`config.mk`:
```
export PLATFORM = sky130hd
export DESIGN_NAME = shortest_job_first_scheduler_top
export DESIGN_NICKNAME = d
export VERILOG_FILES = /design/src/rtl/sjf_pkg.sv /design/src/rtl/sjf_cell.sv /design/src/rtl/sjf_div.sv /design/src/rtl/shortest_job_first_scheduler_top.sv
export SDC_FILE = /design/constraint.sdc
export NUM_CORES = 2
export LEC_CHECK = 0
export ABC_AREA = 1
export ABC_CLOCK_PERIOD_IN_PS = 4500
export BUFFER_PORTS_ARGS = -buffer_cell sky130_fd_sc_hd__buf_4
export CORE_AREA = 2 2 350 352
export CTS_BUF_LIST = sky130_fd_sc_hd__clkbuf_8
export CTS_CLUSTER_DIAMETER = 100
export DETAILED_ROUTE_END_ITERATION = 10
export DIE_AREA = 0 0 352 354
export PLACE_DENSITY = 0.55
export SYNTH_ARGS = -nofsm -noshare
export SYNTH_HDL_FRONTEND = slang
export SYNTH_SLANG_ARGS = --single-unit
```
`constraint.sdc`:
```
create_clock -name i_clk -period 4.5 [get_ports i_clk]
set_input_delay 0.45 -clock i_clk [delete_from_list [all_inputs] [get_ports i_clk]]
set_output_delay 0.45 -clock i_clk [all_outputs]
set_load 0.02 [all_outputs]
```
`src/rtl/sjf_pkg.sv`:
```
package sjf_pkg;

    localparam int IN_BURST_W = 16;
    localparam int PROC_W     = 5;
    localparam int TIME_W     = 20;
    localparam int AVG_W      = 28;
    localparam int FRAC_BITS  = 8;

    typedef struct packed {
        logic ins;
        logic pop;
    } t_cell_ctrl;

endpackage

```
`src/rtl/sjf_cell.sv`:
```
module sjf_cell import sjf_pkg::*; #(
    parameter int BW  = 16,
    parameter int CW  = 5,
    parameter int IDX = 0
) (
    input  logic          i_clk,
    input  t_cell_ctrl    i_ctrl,
    input  logic [CW-1:0] i_count,
    input  logic [BW-1:0] i_new_burst,
    input  logic [CW-1:0] i_new_id,
    input  logic          i_left_gt,
    input  logic [BW-1:0] i_left_burst,
    input  logic [CW-1:0] i_left_id,
    input  logic [BW-1:0] i_right_burst,
    input  logic [CW-1:0] i_right_id,
    output logic          o_gt,
    output logic [BW-1:0] o_burst,
    output logic [CW-1:0] o_id
);

    localparam logic [CW-1:0] IDX_V = CW'(IDX);

    logic [BW-1:0] r_burst;
    logic [CW-1:0] r_id;
    logic          occupied;
    logic          take;

    always_comb begin
        occupied = i_count > IDX_V;
        o_gt     = occupied && (r_burst > i_new_burst);
        take     = occupied ? o_gt : (i_count == IDX_V);
    end

    always_ff @(posedge i_clk) begin
        if (i_ctrl.ins && take) begin
            if (i_left_gt) begin
                r_burst <= i_left_burst;
                r_id    <= i_left_id;
            end else begin
                r_burst <= i_new_burst;
                r_id    <= i_new_id;
            end
        end else if (i_ctrl.pop) begin
            r_burst <= i_right_burst;
            r_id    <= i_right_id;
        end
    end

    assign o_burst = r_burst;
    assign o_id    = r_id;

endmodule

```
`src/rtl/sjf_div.sv`:
```
module sjf_div #(
    parameter int NW = 34,
    parameter int DW = 5
) (
    input  logic          i_clk,
    input  logic          i_rst_n,
    input  logic          i_start,
    input  logic [NW-1:0] i_dividend,
    input  logic [DW-1:0] i_divisor,
    output logic          o_busy,
    output logic [NW-1:0] o_quotient
);

    localparam int KW = $clog2(NW + 1);

    logic [DW-1:0] r_rem;
    logic [NW-1:0] r_quo;
    logic [KW-1:0] r_cnt;
    logic          r_busy;
    logic [DW:0]   shifted;
    logic [DW:0]   diff;
    logic          fits;

    always_comb begin
        shifted = {r_rem, r_quo[NW-1]};
        fits    = shifted >= {1'b0, i_divisor};
        diff    = shifted - {1'b0, i_divisor};
    end

    always_ff @(posedge i_clk) begin
        if (!i_rst_n) begin
            r_busy <= 1'b0;
            r_cnt  <= '0;
        end else if (i_start) begin
            r_busy <= 1'b1;
            r_cnt  <= KW'(NW);
        end else if (r_busy) begin
            r_cnt <= r_cnt - 1'b1;
            if (r_cnt == KW'(1)) begin
                r_busy <= 1'b0;
            end
        end
    end

    always_ff @(posedge i_clk) begin
        if (i_start) begin
            r_rem <= '0;
            r_quo <= i_dividend;
        end else if (r_busy) begin
            r_rem <= fits ? diff[DW-1:0] : shifted[DW-1:0];
            r_quo <= {r_quo[NW-2:0], fits};
        end
    end

    assign o_busy     = r_busy;
    assign o_quotient = r_quo;

endmodule

```
`src/rtl/shortest_job_first_scheduler_top.sv`:
```
// Insertion: one word per cycle while idle; a row of cells keeps the jobs sorted.
// Output: after a batch-end word, one result per cycle as the row shifts out while
// the receiver is ready, then the final result after a bit-serial divide of the
// totals by the job count; no new word during that time.
// Reset: synchronous, active low; clears job count, state and output valid.
// Stored bursts and ids hold no reset value.
module shortest_job_first_scheduler_top import sjf_pkg::*; #(
    parameter int MAX_PROCS  = 16,
    parameter int BURST_BITS = 16
) (
    input  logic                  i_clk,
    input  logic                  i_rst_n,
    input  logic                  i_valid,
    output logic                  o_ready,
    input  logic [IN_BURST_W-1:0] i_burst_time,
    input  logic                  i_batch_end,
    output logic                  o_valid,
    input  logic                  i_ready,
    output logic [PROC_W-1:0]     o_proc_number,
    output logic [TIME_W-1:0]     o_waiting_time,
    output logic [TIME_W-1:0]     o_turnaround_time,
    output logic [AVG_W-1:0]      o_avg_wait_fx,
    output logic [AVG_W-1:0]      o_avg_turnaround_fx,
    output logic                  o_final_flag
);

    localparam int CW     = $clog2(MAX_PROCS + 1);
    localparam int WAIT_W = BURST_BITS + CW;
    localparam int TOT_W  = BURST_BITS + 2 * CW;
    localparam int DIVN_W = TOT_W + FRAC_BITS;
    localparam int BXW    = (BURST_BITS > IN_BURST_W) ? BURST_BITS : IN_BURST_W;
    localparam int IXW    = (CW > PROC_W) ? CW : PROC_W;
    localparam int WXW    = (WAIT_W > TIME_W) ? WAIT_W : TIME_W;
    localparam int QXW    = (DIVN_W > AVG_W) ? DIVN_W : AVG_W;

    localparam logic [CW-1:0] MAX_V = CW'(MAX_PROCS);

    localparam logic [2:0] S_IDLE   = 3'd0;
    localparam logic [2:0] S_DRAIN  = 3'd1;
    localparam logic [2:0] S_DSTART = 3'd2;
    localparam logic [2:0] S_DWAIT  = 3'd3;
    localparam logic [2:0] S_FINAL  = 3'd4;

    logic [2:0]        r_state, n_state;
    logic [CW-1:0]     r_count, n_count;
    logic [CW-1:0]     r_left, n_left;
    logic [CW-1:0]     r_n, n_n;
    logic [WAIT_W-1:0] r_wait, n_wait;
    logic [TOT_W-1:0]  r_tot_w, n_tot_w;
    logic [TOT_W-1:0]  r_tot_t, n_tot_t;
    logic              r_ovalid, n_ovalid;

    logic [CW-1:0]     r_last_id;
    logic [WAIT_W-1:0] r_last_wait;
    logic [WAIT_W-1:0] r_last_turn;

    logic [PROC_W-1:0] r_proc;
    logic [TIME_W-1:0] r_wt;
    logic [TIME_W-1:0] r_tt;
    logic [AVG_W-1:0]  r_aw;
    logic [AVG_W-1:0]  r_at;
    logic              r_fin;

    t_cell_ctrl        ctrl;
    logic              accept_in;
    logic              out_free;
    logic              has_room;
    logic              load_mid;
    logic              load_fin;
    logic              div_start;
    logic              busy_w, busy_t;
    logic [DIVN_W-1:0] quo_w, quo_t;
    logic [BXW-1:0]    in_ext;
    logic [BURST_BITS-1:0] new_burst;
    logic [CW-1:0]     new_id;
    logic [WAIT_W-1:0] turn;

    logic [BURST_BITS-1:0] c_burst [MAX_PROCS];
    logic [CW-1:0]         c_id    [MAX_PROCS];
    logic [MAX_PROCS-1:0]  c_gt;

    genvar gi;
    generate
        for (gi = 0; gi < MAX_PROCS; gi++) begin : g_cell
            logic                  left_gt;
            logic [BURST_BITS-1:0] left_burst, right_burst;
            logic [CW-1:0]         left_id, right_id;

            if (gi == 0) begin : g_first
                assign left_gt    = 1'b0;
                assign left_burst = '0;
                assign left_id    = '0;
            end else begin : g_mid
                assign left_gt    = c_gt[gi-1];
                assign left_burst = c_burst[gi-1];
                assign left_id    = c_id[gi-1];
            end

            if (gi == MAX_PROCS - 1) begin : g_last
                assign right_burst = '0;
                assign right_id    = '0;
            end else begin : g_inner
                assign right_burst = c_burst[gi+1];
                assign right_id    = c_id[gi+1];
            end

            sjf_cell #(
                .BW  (BURST_BITS),
                .CW  (CW),
                .IDX (gi)
            ) u_cell (
                .i_clk         (i_clk),
                .i_ctrl        (ctrl),
                .i_count       (r_count),
                .i_new_burst   (new_burst),
                .i_new_id      (new_id),
                .i_left_gt     (left_gt),
                .i_left_burst  (left_burst),
                .i_left_id     (left_id),
                .i_right_burst (right_burst),
                .i_right_id    (right_id),
                .o_gt          (c_gt[gi]),
                .o_burst       (c_burst[gi]),
                .o_id          (c_id[gi])
            );
        end
    endgenerate

    sjf_div #(
        .NW (DIVN_W),
        .DW (CW)
    ) u_div_wait (
        .i_clk      (i_clk),
        .i_rst_n    (i_rst_n),
        .i_start    (div_start),
        .i_dividend ({r_tot_w, {FRAC_BITS{1'b0}}}),
        .i_divisor  (r_n),
        .o_busy     (busy_w),
        .o_quotient (quo_w)
    );

    sjf_div #(
        .NW (DIVN_W),
        .DW (CW)
    ) u_div_turn (
        .i_clk      (i_clk),
        .i_rst_n    (i_rst_n),
        .i_start    (div_start),
        .i_dividend ({r_tot_t, {FRAC_BITS{1'b0}}}),
        .i_divisor  (r_n),
        .o_busy     (busy_t),
        .o_quotient (quo_t)
    );

    always_comb begin
        o_ready   = (r_state == S_IDLE);
        accept_in = i_valid && o_ready;
        out_free  = !r_ovalid || i_ready;
        has_room  = r_count < MAX_V;
        in_ext    = BXW'(i_burst_time);
        new_burst = in_ext[BURST_BITS-1:0];
        new_id    = r_count + 1'b1;
        ctrl.ins  = accept_in && has_room;
        ctrl.pop  = (r_state == S_DRAIN) && out_free;
        turn      = r_wait + WAIT_W'(c_burst[0]);
        load_mid  = ctrl.pop && (r_left > CW'(1));
        load_fin  = (r_state == S_FINAL) && out_free;
        div_start = (r_state == S_DSTART);
    end

    always_comb begin
        n_state  = r_state;
        n_count  = r_count;
        n_left   = r_left;
        n_n      = r_n;
        n_wait   = r_wait;
        n_tot_w  = r_tot_w;
        n_tot_t  = r_tot_t;
        n_ovalid = r_ovalid;

        if (load_mid || load_fin) begin
            n_ovalid = 1'b1;
        end else if (i_ready) begin
            n_ovalid = 1'b0;
        end

        unique case (r_state)
            S_IDLE: begin
                if (accept_in) begin
                    if (has_room) begin
                        n_count = r_count + 1'b1;
                    end
                    if (i_batch_end) begin
                        n_n     = has_room ? r_count + 1'b1 : r_count;
                        n_left  = n_n;
                        n_count = '0;
                        n_wait  = '0;
                        n_tot_w = '0;
                        n_tot_t = '0;
                        n_state = S_DRAIN;
                    end
                end
            end
            S_DRAIN: begin
                if (ctrl.pop) begin
                    n_wait  = turn;
                    n_tot_w = r_tot_w + TOT_W'(r_wait);
                    n_tot_t = r_tot_t + TOT_W'(turn);
                    n_left  = r_left - 1'b1;
                    if (r_left == CW'(1)) begin
                        n_state = S_DSTART;
                    end
                end
            end
            S_DSTART: begin
                n_state = S_DWAIT;
            end
            S_DWAIT: begin
                if (!busy_w && !busy_t) begin
                    n_state = S_FINAL;
                end
            end
            S_FINAL: begin
                if (out_free) begin
                    n_state = S_IDLE;
                end
            end
            default: begin
                n_state = S_IDLE;
            end
        endcase
    end

    always_ff @(posedge i_clk) begin
        if (!i_rst_n) begin
            r_state  <= S_IDLE;
            r_count  <= '0;
            r_left   <= '0;
            r_ovalid <= 1'b0;
        end else begin
            r_state  <= n_state;
            r_count  <= n_count;
            r_left   <= n_left;
            r_ovalid <= n_ovalid;
        end
    end

    always_ff @(posedge i_clk) begin
        r_n     <= n_n;
        r_wait  <= n_wait;
        r_tot_w <= n_tot_w;
        r_tot_t <= n_tot_t;
    end

    logic [IXW-1:0] id_head_x, id_last_x;
    logic [WXW-1:0] wait_x, turn_x, lwait_x, lturn_x;
    logic [QXW-1:0] qw_x, qt_x;

    always_comb begin
        id_head_x = IXW'(c_id[0]);
        id_last_x = IXW'(r_last_id);
        wait_x    = WXW'(r_wait);
        turn_x    = WXW'(turn);
        lwait_x   = WXW'(r_last_wait);
        lturn_x   = WXW'(r_last_turn);
        qw_x      = QXW'(quo_w);
        qt_x      = QXW'(quo_t);
    end

    always_ff @(posedge i_clk) begin
        if (ctrl.pop && (r_left == CW'(1))) begin
            r_last_id   <= c_id[0];
            r_last_wait <= r_wait;
            r_last_turn <= turn;
        end
        if (load_mid) begin
            r_proc <= id_head_x[PROC_W-1:0];
            r_wt   <= wait_x[TIME_W-1:0];
            r_tt   <= turn_x[TIME_W-1:0];
            r_aw   <= '0;
            r_at   <= '0;
            r_fin  <= 1'b0;
        end else if (load_fin) begin
            r_proc <= id_last_x[PROC_W-1:0];
            r_wt   <= lwait_x[TIME_W-1:0];
            r_tt   <= lturn_x[TIME_W-1:0];
            r_aw   <= qw_x[AVG_W-1:0];
            r_at   <= qt_x[AVG_W-1:0];
            r_fin  <= 1'b1;
        end
    end

    assign o_valid             = r_ovalid;
    assign o_proc_number       = r_proc;
    assign o_waiting_time      = r_wt;
    assign o_turnaround_time   = r_tt;
    assign o_avg_wait_fx       = r_aw;
    assign o_avg_turnaround_fx = r_at;
    assign o_final_flag        = r_fin;

`ifndef SYNTHESIS
    a_count_max: assert property (@(posedge i_clk) disable iff (!i_rst_n)
        r_count <= MAX_V)
        else $error("job count beyond store depth");

    a_div_state: assert property (@(posedge i_clk) disable iff (!i_rst_n)
        busy_w |-> (r_state == S_DWAIT))
        else $error("divider running outside wait state");

    a_batch_start: assert property (@(posedge i_clk) disable iff (!i_rst_n)
        (accept_in && i_batch_end) |=> (r_state == S_DRAIN) && (r_count == '0))
        else $error("batch end did not start drain");

    a_final_idle: assert property (@(posedge i_clk) disable iff (!i_rst_n)
        load_fin |=> (r_state == S_IDLE) && o_valid && o_final_flag)
        else $error("final result not presented on return to idle");
`endif

endmodule
```
Word-level counts from Yosys, hierarchy flattened
Index checks and enable logic that the tools add are counted.

Add/sub/neg operators: 9. Multiply operators: 0. Divide/modulo/power cells: 0. $lt $le $gt $ge: 36. Eq/ne operators: 28. Shift operators: 0. Muxes and demuxes: 157. Bitwise logic cells: 1. Reductions and logical operators: 72.

Operator list (number): 16-bit 2-to-1 mux (47); 5-bit 2-to-1 mux (56); 16-bit greater-than comparator (16); 34-bit 2-to-1 mux (4); 26-bit 2-to-1 mux (4); 26-bit case mux with 2 select lines (2); 20-bit 2-to-1 mux (4); 21-bit 2-to-1 mux (3); 26-bit by 21-bit adder with 26-bit output (2); 21-bit case mux with 2 select lines (1); 2-bit nonzero test (21); 5-bit by 4-bit equality test with 1-bit output, second input constant (8); 5-bit by 4-bit greater-than comparator with 1-bit output, second input constant (8); 1-bit logical AND (39); 1-bit 2-to-1 mux (24); 6-bit 2-to-1 mux (4); 21-bit by 16-bit adder with 21-bit output (1); 5-bit by 3-bit equality test with 1-bit output, second input constant (4); 5-bit by 3-bit greater-than comparator with 1-bit output, second input constant (4); 3-bit 2-to-1 mux (6); 5-bit by 1-bit greater-than comparator with 1-bit output, second input constant (3); 3-bit case mux with 5 select lines (1); 6-bit by 1-bit equality test with 1-bit output, second input constant (2); 6-bit by 5-bit >= comparator with 1-bit output (2); other kinds (24) (37).

Register bits after elaboration: 667. Bits in latches: 0. RAM bits: 0. Bits in read-only memories: 0. Output and inout bits: 104. Logic and storage cells: 364. Memories kept: 0.

Longest topological paths before layout
Word-level depth: 6. Mapped depth: 25. Gate-level depth less buffers: 25.

Modules after synthesis
From an unflattened synthesis, not the netlist that was laid out.

Cells, all modules: 5741. Area total of the unflattened synthesis: 45092.0 um2.

Modules (own cells, without submodules): shortest_job_first_scheduler_top (times used 1, cells an instance 1834, area an instance 13559.3 um2, sequential area each 6466.2 um2); sjf_div (u_div_turn) (times used 1, cells an instance 256, area an instance 2264.7 um2, sequential area each 1261.2 um2); sjf_div (u_div_wait) (times used 1, cells an instance 255, area an instance 2263.4 um2, sequential area each 1261.2 um2); sjf_cell (g_cell[10].u_cell) (times used 1, cells an instance 216, area an instance 1727.9 um2, sequential area each 630.6 um2); sjf_cell (g_cell[4].u_cell) (times used 1, cells an instance 212, area an instance 1717.9 um2, sequential area each 630.6 um2); sjf_cell (g_cell[11].u_cell) (times used 1, cells an instance 213, area an instance 1714.1 um2, sequential area each 630.6 um2); sjf_cell (g_cell[13].u_cell) (times used 1, cells an instance 212, area an instance 1712.9 um2, sequential area each 630.6 um2); sjf_cell (g_cell[6].u_cell) (times used 1, cells an instance 214, area an instance 1710.4 um2, sequential area each 630.6 um2); sjf_cell (g_cell[2].u_cell) (times used 1, cells an instance 211, area an instance 1705.4 um2, sequential area each 630.6 um2); sjf_cell (g_cell[7].u_cell) (times used 1, cells an instance 211, area an instance 1704.1 um2, sequential area each 630.6 um2); sjf_cell (g_cell[9].u_cell) (times used 1, cells an instance 214, area an instance 1695.4 um2, sequential area each 630.6 um2); sjf_cell (g_cell[5].u_cell) (times used 1, cells an instance 214, area an instance 1689.1 um2, sequential area each 630.6 um2); sjf_cell (g_cell[0].u_cell) (times used 1, cells an instance 210, area an instance 1679.1 um2, sequential area each 630.6 um2); sjf_cell (g_cell[8].u_cell) (times used 1, cells an instance 211, area an instance 1679.1 um2, sequential area each 630.6 um2); 5 more rows.

Worst setup path after synthesis
OpenSTA, ideal clock, no wires.

Kind: register to register. Start point: register r_state[2]. End point: register r_last_id[0] (netlist: id_last_x[0]) (enable). Arrival: 3984 ps. Setup slack: 13 ps. Stages on the path, launching flop included: 6. Cells stage by stage: dfxtp_1 nor2_1 nand2_1 nor2_1 clkinv_1 nor3_1.

Word-level cells in the longest chain between the ends: 3.

Ends and longest elaborated chain: start: declaration (line shortest_job_first_scheduler_top.sv:44) `logic [2:0] r_state, n_state;`; start signal: assignment (line shortest_job_first_scheduler_top.sv:241) `r_state <= n_state;`; 3-bit by 1-bit equality test with 1-bit output (line shortest_job_first_scheduler_top.sv:164) `ctrl.pop = (r_state == S_DRAIN) && out_free;`; 1-bit logical AND (line shortest_job_first_scheduler_top.sv:164); 1-bit logical AND (line shortest_job_first_scheduler_top.sv:271) `if (ctrl.pop && (r_left == CW'(1))) begin`; end signal: assignment (line shortest_job_first_scheduler_top.sv:272) `r_last_id <= c_id[0];`; end: declaration (line shortest_job_first_scheduler_top.sv:53) `logic [CW-1:0] r_last_id;`.

No other way between the ends. A chain may end at the register's enable or synchronous reset.

Worst setup path in the final report
Start point: register r_wait[2]. End point: register r_tot_t[16] (data pin).

Word-level cells in the longest chain between the ends: 4.

Ends and longest elaborated chain: start: declaration (line shortest_job_first_scheduler_top.sv:48) `logic [WAIT_W-1:0] r_wait, n_wait;`; start signal: assignment (line shortest_job_first_scheduler_top.sv:250) `r_wait <= n_wait;`; 21-bit by 16-bit adder with 21-bit output (line shortest_job_first_scheduler_top.sv:165) `turn = r_wait + WAIT_W'(c_burst[0]);`; via turn[9] (line shortest_job_first_scheduler_top.sv:76) `logic [WAIT_W-1:0] turn;`; 26-bit by 21-bit adder with 26-bit output (line shortest_job_first_scheduler_top.sv:208) `n_tot_t = r_tot_t + TOT_W'(turn);`; 26-bit 2-to-1 mux (line shortest_job_first_scheduler_top.sv:205) `if (ctrl.pop) begin`; 26-bit case mux with 2 select lines (line shortest_job_first_scheduler_top.sv:187) `unique case (r_state)`; end signal: assignment (line shortest_job_first_scheduler_top.sv:252) `r_tot_t <= n_tot_t;`; end: declaration (line shortest_job_first_scheduler_top.sv:50) `logic [TOT_W-1:0] r_tot_t, n_tot_t;`.

The timed path passes the listed nets, and every way through them passes these cells. The select of a mux whose other input is x is not followed.

==> impl_results.md <==
* EDFF count, synth at roughly 560
* Clock buffer depth at 3
* Worst setup path class: flop to flop
* Total power draw at roughly 0.032 W
* Initial core utilization at 34.8%
* Post-layout min period at ~4.2 ns
* Cell family with most CP delay: compound AO/OA/AOI/OAI gates
* RSZ-0062 raised after global routing: no
* #FFs+latches synth at between 600 and 700
* Setup crit end kind: flop
* Area of the multi-input gates at ~20000 um^2
* Clock root buffer: clkbuf_8
* Vias at 37200
* Final #Nets at about 6000
* Post-synth top area cell: edfxtp_1
* Status: finished clean
* Clk Latency, worst-skew pair at 0.87 ns
* Startpoint types: flop
* Fin area at between 40000 and 50000 um^2
* Most Frequent Cell on Critical Path: nand2_1
* Synth Area per Inst at ~7.7 um^2
* Postcts setup bufs at 0
* Share of cells above drive strength 1 at just under 9%
* Initial antenna violation count at 2
* Post-Syn Area at 42100 um^2
* Worst vdd ir at ~0.36 mV
* Syn nets at approximately 6000
* Final Cycle Share at 92.9%
* Chip Height at 354 um
* Max-Cap Viols at 0
* Max Fclk at 0.239 GHz
* Ports at approximately 130
* Pin count of the biggest net entering global routing at 65
* Register Area at 18900 um^2
* Leak at between 20 and 25 nW
* Yosys warns at 0
* DP Area at 45100 um^2
* Worst EP required at approximately 5.1 ns
* Buf/Inv on CP at 1
* Vias in the first global route at 35600
* Asr flop ratio synth at 0%
* Vias per cell at 5.06
* Max-slew headroom at between 20% and 30%
* Most frequent cells after synthesis: nand2_1, edfxtp_1, inv_1
* Count of cell types in the netlist at 47
* DR DRC count at 0
* DRT iter0 DRCs at about 3200
* Clock transition at path regs at 0.06 ns
* Overflow after GRT at 0
* Slowest cell on crit path: edfxtp_1
* Cell with the most instances after synthesis: nand2_1
* Power Dens Cells at approximately 670 nW/um^2
* Sequential share of the synthesized area at ~45%
* Port-buffer cells at 124
* HPWL after detailed placement at between 100000 and 150000 um
* First-pass GRT wire length at between 200000 and 250000 um
* Post-Syn Instances at 5482
* Global-route usage over all layers at a little over a fifth
* Hold Worst Slack at about 0.087 ns
* Hold Path Class: primary input to flop
* Slew @ Worst Pin at 1.14 ns
* Num CTS Buffers at 130
* Yosys top cell area share at a little under 40%
* Final setup violation count at 0
* Die Area at ~120000 um^2
* WP data arrival at around 4.8 ns
* TritonCTS clock tree: yes
* Top_reg_cell synth: edfxtp_1
* H-tree depth at 4
* Die width at between 300 and 400 um
* Synth area leaders: edfxtp_1, nand2_1, ha_1
* Clock sink count at approximately 670
* Final Max Tran Viols at 0
* Final core occ at slightly below 40%
* CP Cell Sequence: ha_1 > a21oi_1 > nand2_1 > a21oi_1 > o21ai_0 > xor2_1 > inv_1 > ha_1 > nand2_1 > nor2_1 > nand3_1 > o21bai_1 > nand2_1 > nand2_1 > nor2_1
* Max stage delay on crit path at around 0.49 ns
* Final Hold Viols at 0
* GPL Wtd Cong at between 0.9 and 1
* Drt first pass iters at 6
* Clock skew at between 0.03 and 0.04 ns
* Avg WL per Cell at 18.9 um
* CORE AREA at ~120000 um^2
* Critical Path Fanout Max at 5
* Worst reg-to-reg setup slack at ~0.32 ns
* Layout area overhead at 13.0%
* Post-Route WL at between 100000 and 150000 um
* TNS Setup at 0 ns
* # fillers at roughly 13000
* Row cnt at 128
* Final ANT Viol Nets at 0
## registers in the layout (all words and copies together) (netlist names), 6 cells and up
register	cells
lwait_x	20
r_tot_t	26
u_div_turn.r_cnt	6
g_cell.u_cell.o_burst	256
lturn_x	20
u_div_wait.r_cnt	6
r_wait	21
g_cell.u_cell.o_id	80
o_turnaround_time	20
u_div_wait.o_quotient	34
o_avg_wait_fx	28
r_tot_w	26
u_div_turn.o_quotient	34
o_avg_turnaround_fx	28
o_waiting_time	20
## report_power, final
part / internal, W / switching, W / leakage, nW
sequential: 0.00989 / 0.00185 / 6.15
combinational: 0.00443 / 0.00981 / 15.1
clock: 0.00308 / 0.00287 / 1.44
## routing by layer
layer / wire [um] / vias to the layer above / part of all wire (%) / GRT usage (%)
li1: - / 18400 / - / -
met1: 62700 / 17300 / 45 / 29.7
met2: 62000 / 1270 / 45 / 34.8
met3: 8890 / 278 / 6.4 / 3.32
met4: 5290 / 0 / 3.8 / 9.48
met5: 0 / - / 0 / 0
## metrics by stage
| stage | std cells | setup WS, ns |
|---|---|---|
| finish | 7358 | 0.320 |
| global route | 7357 | 0.0538 |
| CTS | 7354 | 0.405 |
| detailed placement | 7120 | 0.443 |
| global placement | 7120 | 0.384 |
| floorplan | 5482 | 0.0127 |
## worst register-to-register path: cells and delay by family (launching register included)
kind            cells  cell delay [ns]
compound gates      4             0.98
xor+xnor            1             0.49
fa+ha+maj           2             0.84
buf+inv             1             0.19
flops               1             0.49
simple gates        7             0.96
## cell usage in the layout, fill, tap and decap left out, drive strengths merged, types with 2 or more instances in the layout
| master | n |
|---|---|
| nand3b | 2 |
| o211ai | 8 |
| a21boi | 6 |
| a22oi | 15 |
| inv | 470 |
| o21bai | 14 |
| o22ai | 2 |
| bufinv | 3 |
| nand2 | 2406 |
| a31oi | 7 |
| nor3b | 4 |
| a21oi | 276 |
| o21a | 11 |
| fa | 5 |
| nor3 | 29 |
| nand3 | 378 |
| buf | 270 |
| edfxtp | 556 |
| nand4 | 93 |
| dfxtp | 111 |
| nor2 | 257 |
| a221oi | 2 |
| or2 | 3 |
| xor2 | 10 |
| ha | 337 |
| dlygate4sd3 | 3 |
| clkinvlp | 2 |
| diode | 4 |
| clkbuf | 141 |
| o21ai | 258 |
| a21o | 11 |
| xnor2 | 8 |
| clkinv | 27 |
## cell families (layout without fill, tap and decap cells)
kind of cell / Yosys count / in the layout / share of synthesized area (%)
and+or+nand+nor: 3175 / 3175 / 30.3
buffers and inverters: 669 / 916 / 6.35
DFF: 667 / 667 / 44.9
AOI/OAI and AO/OA: 611 / 611 / 7.87
adders and majority gates: 342 / 342 / 10.2
xor gates and xnor gates: 18 / 18 / 0.374
other: 0 / 4 / 0
## final timing paths
check	from	end	depth (start not counted)
max	r_wait[2]$_SDFFCE_PN0P_	r_tot_t[16]$_SDFFCE_PN0P_	15
min reg2reg	o_final_flag$_SDFFE_PP0P_	o_final_flag$_SDFFE_PP0P_	1
max reg2reg	r_wait[2]$_SDFFCE_PN0P_	r_tot_t[16]$_SDFFCE_PN0P_	15
min	i_ready	r_state[2]$_SDFFE_PN0P_	5
## final cells by class
class                   count  share of cell area, %
clock inverters            90                   1.08
clock buffers             141                   4.08
repair buffers            273                   4.37
flip-flops and latches    667                   39.7
diodes                      4                 0.0210
multi-input cells        4146                   43.2
well taps                1625                   4.27
inverters                 412                   3.25
## repair_timing
action                                 4_1_cts  5_1_grt
hold buffers                                 3        0
setup endpoints to repair                    0        0
endpoints found under the hold margin       10        0
resized for setup                            0        0
(Power assumes the default switching activity.)
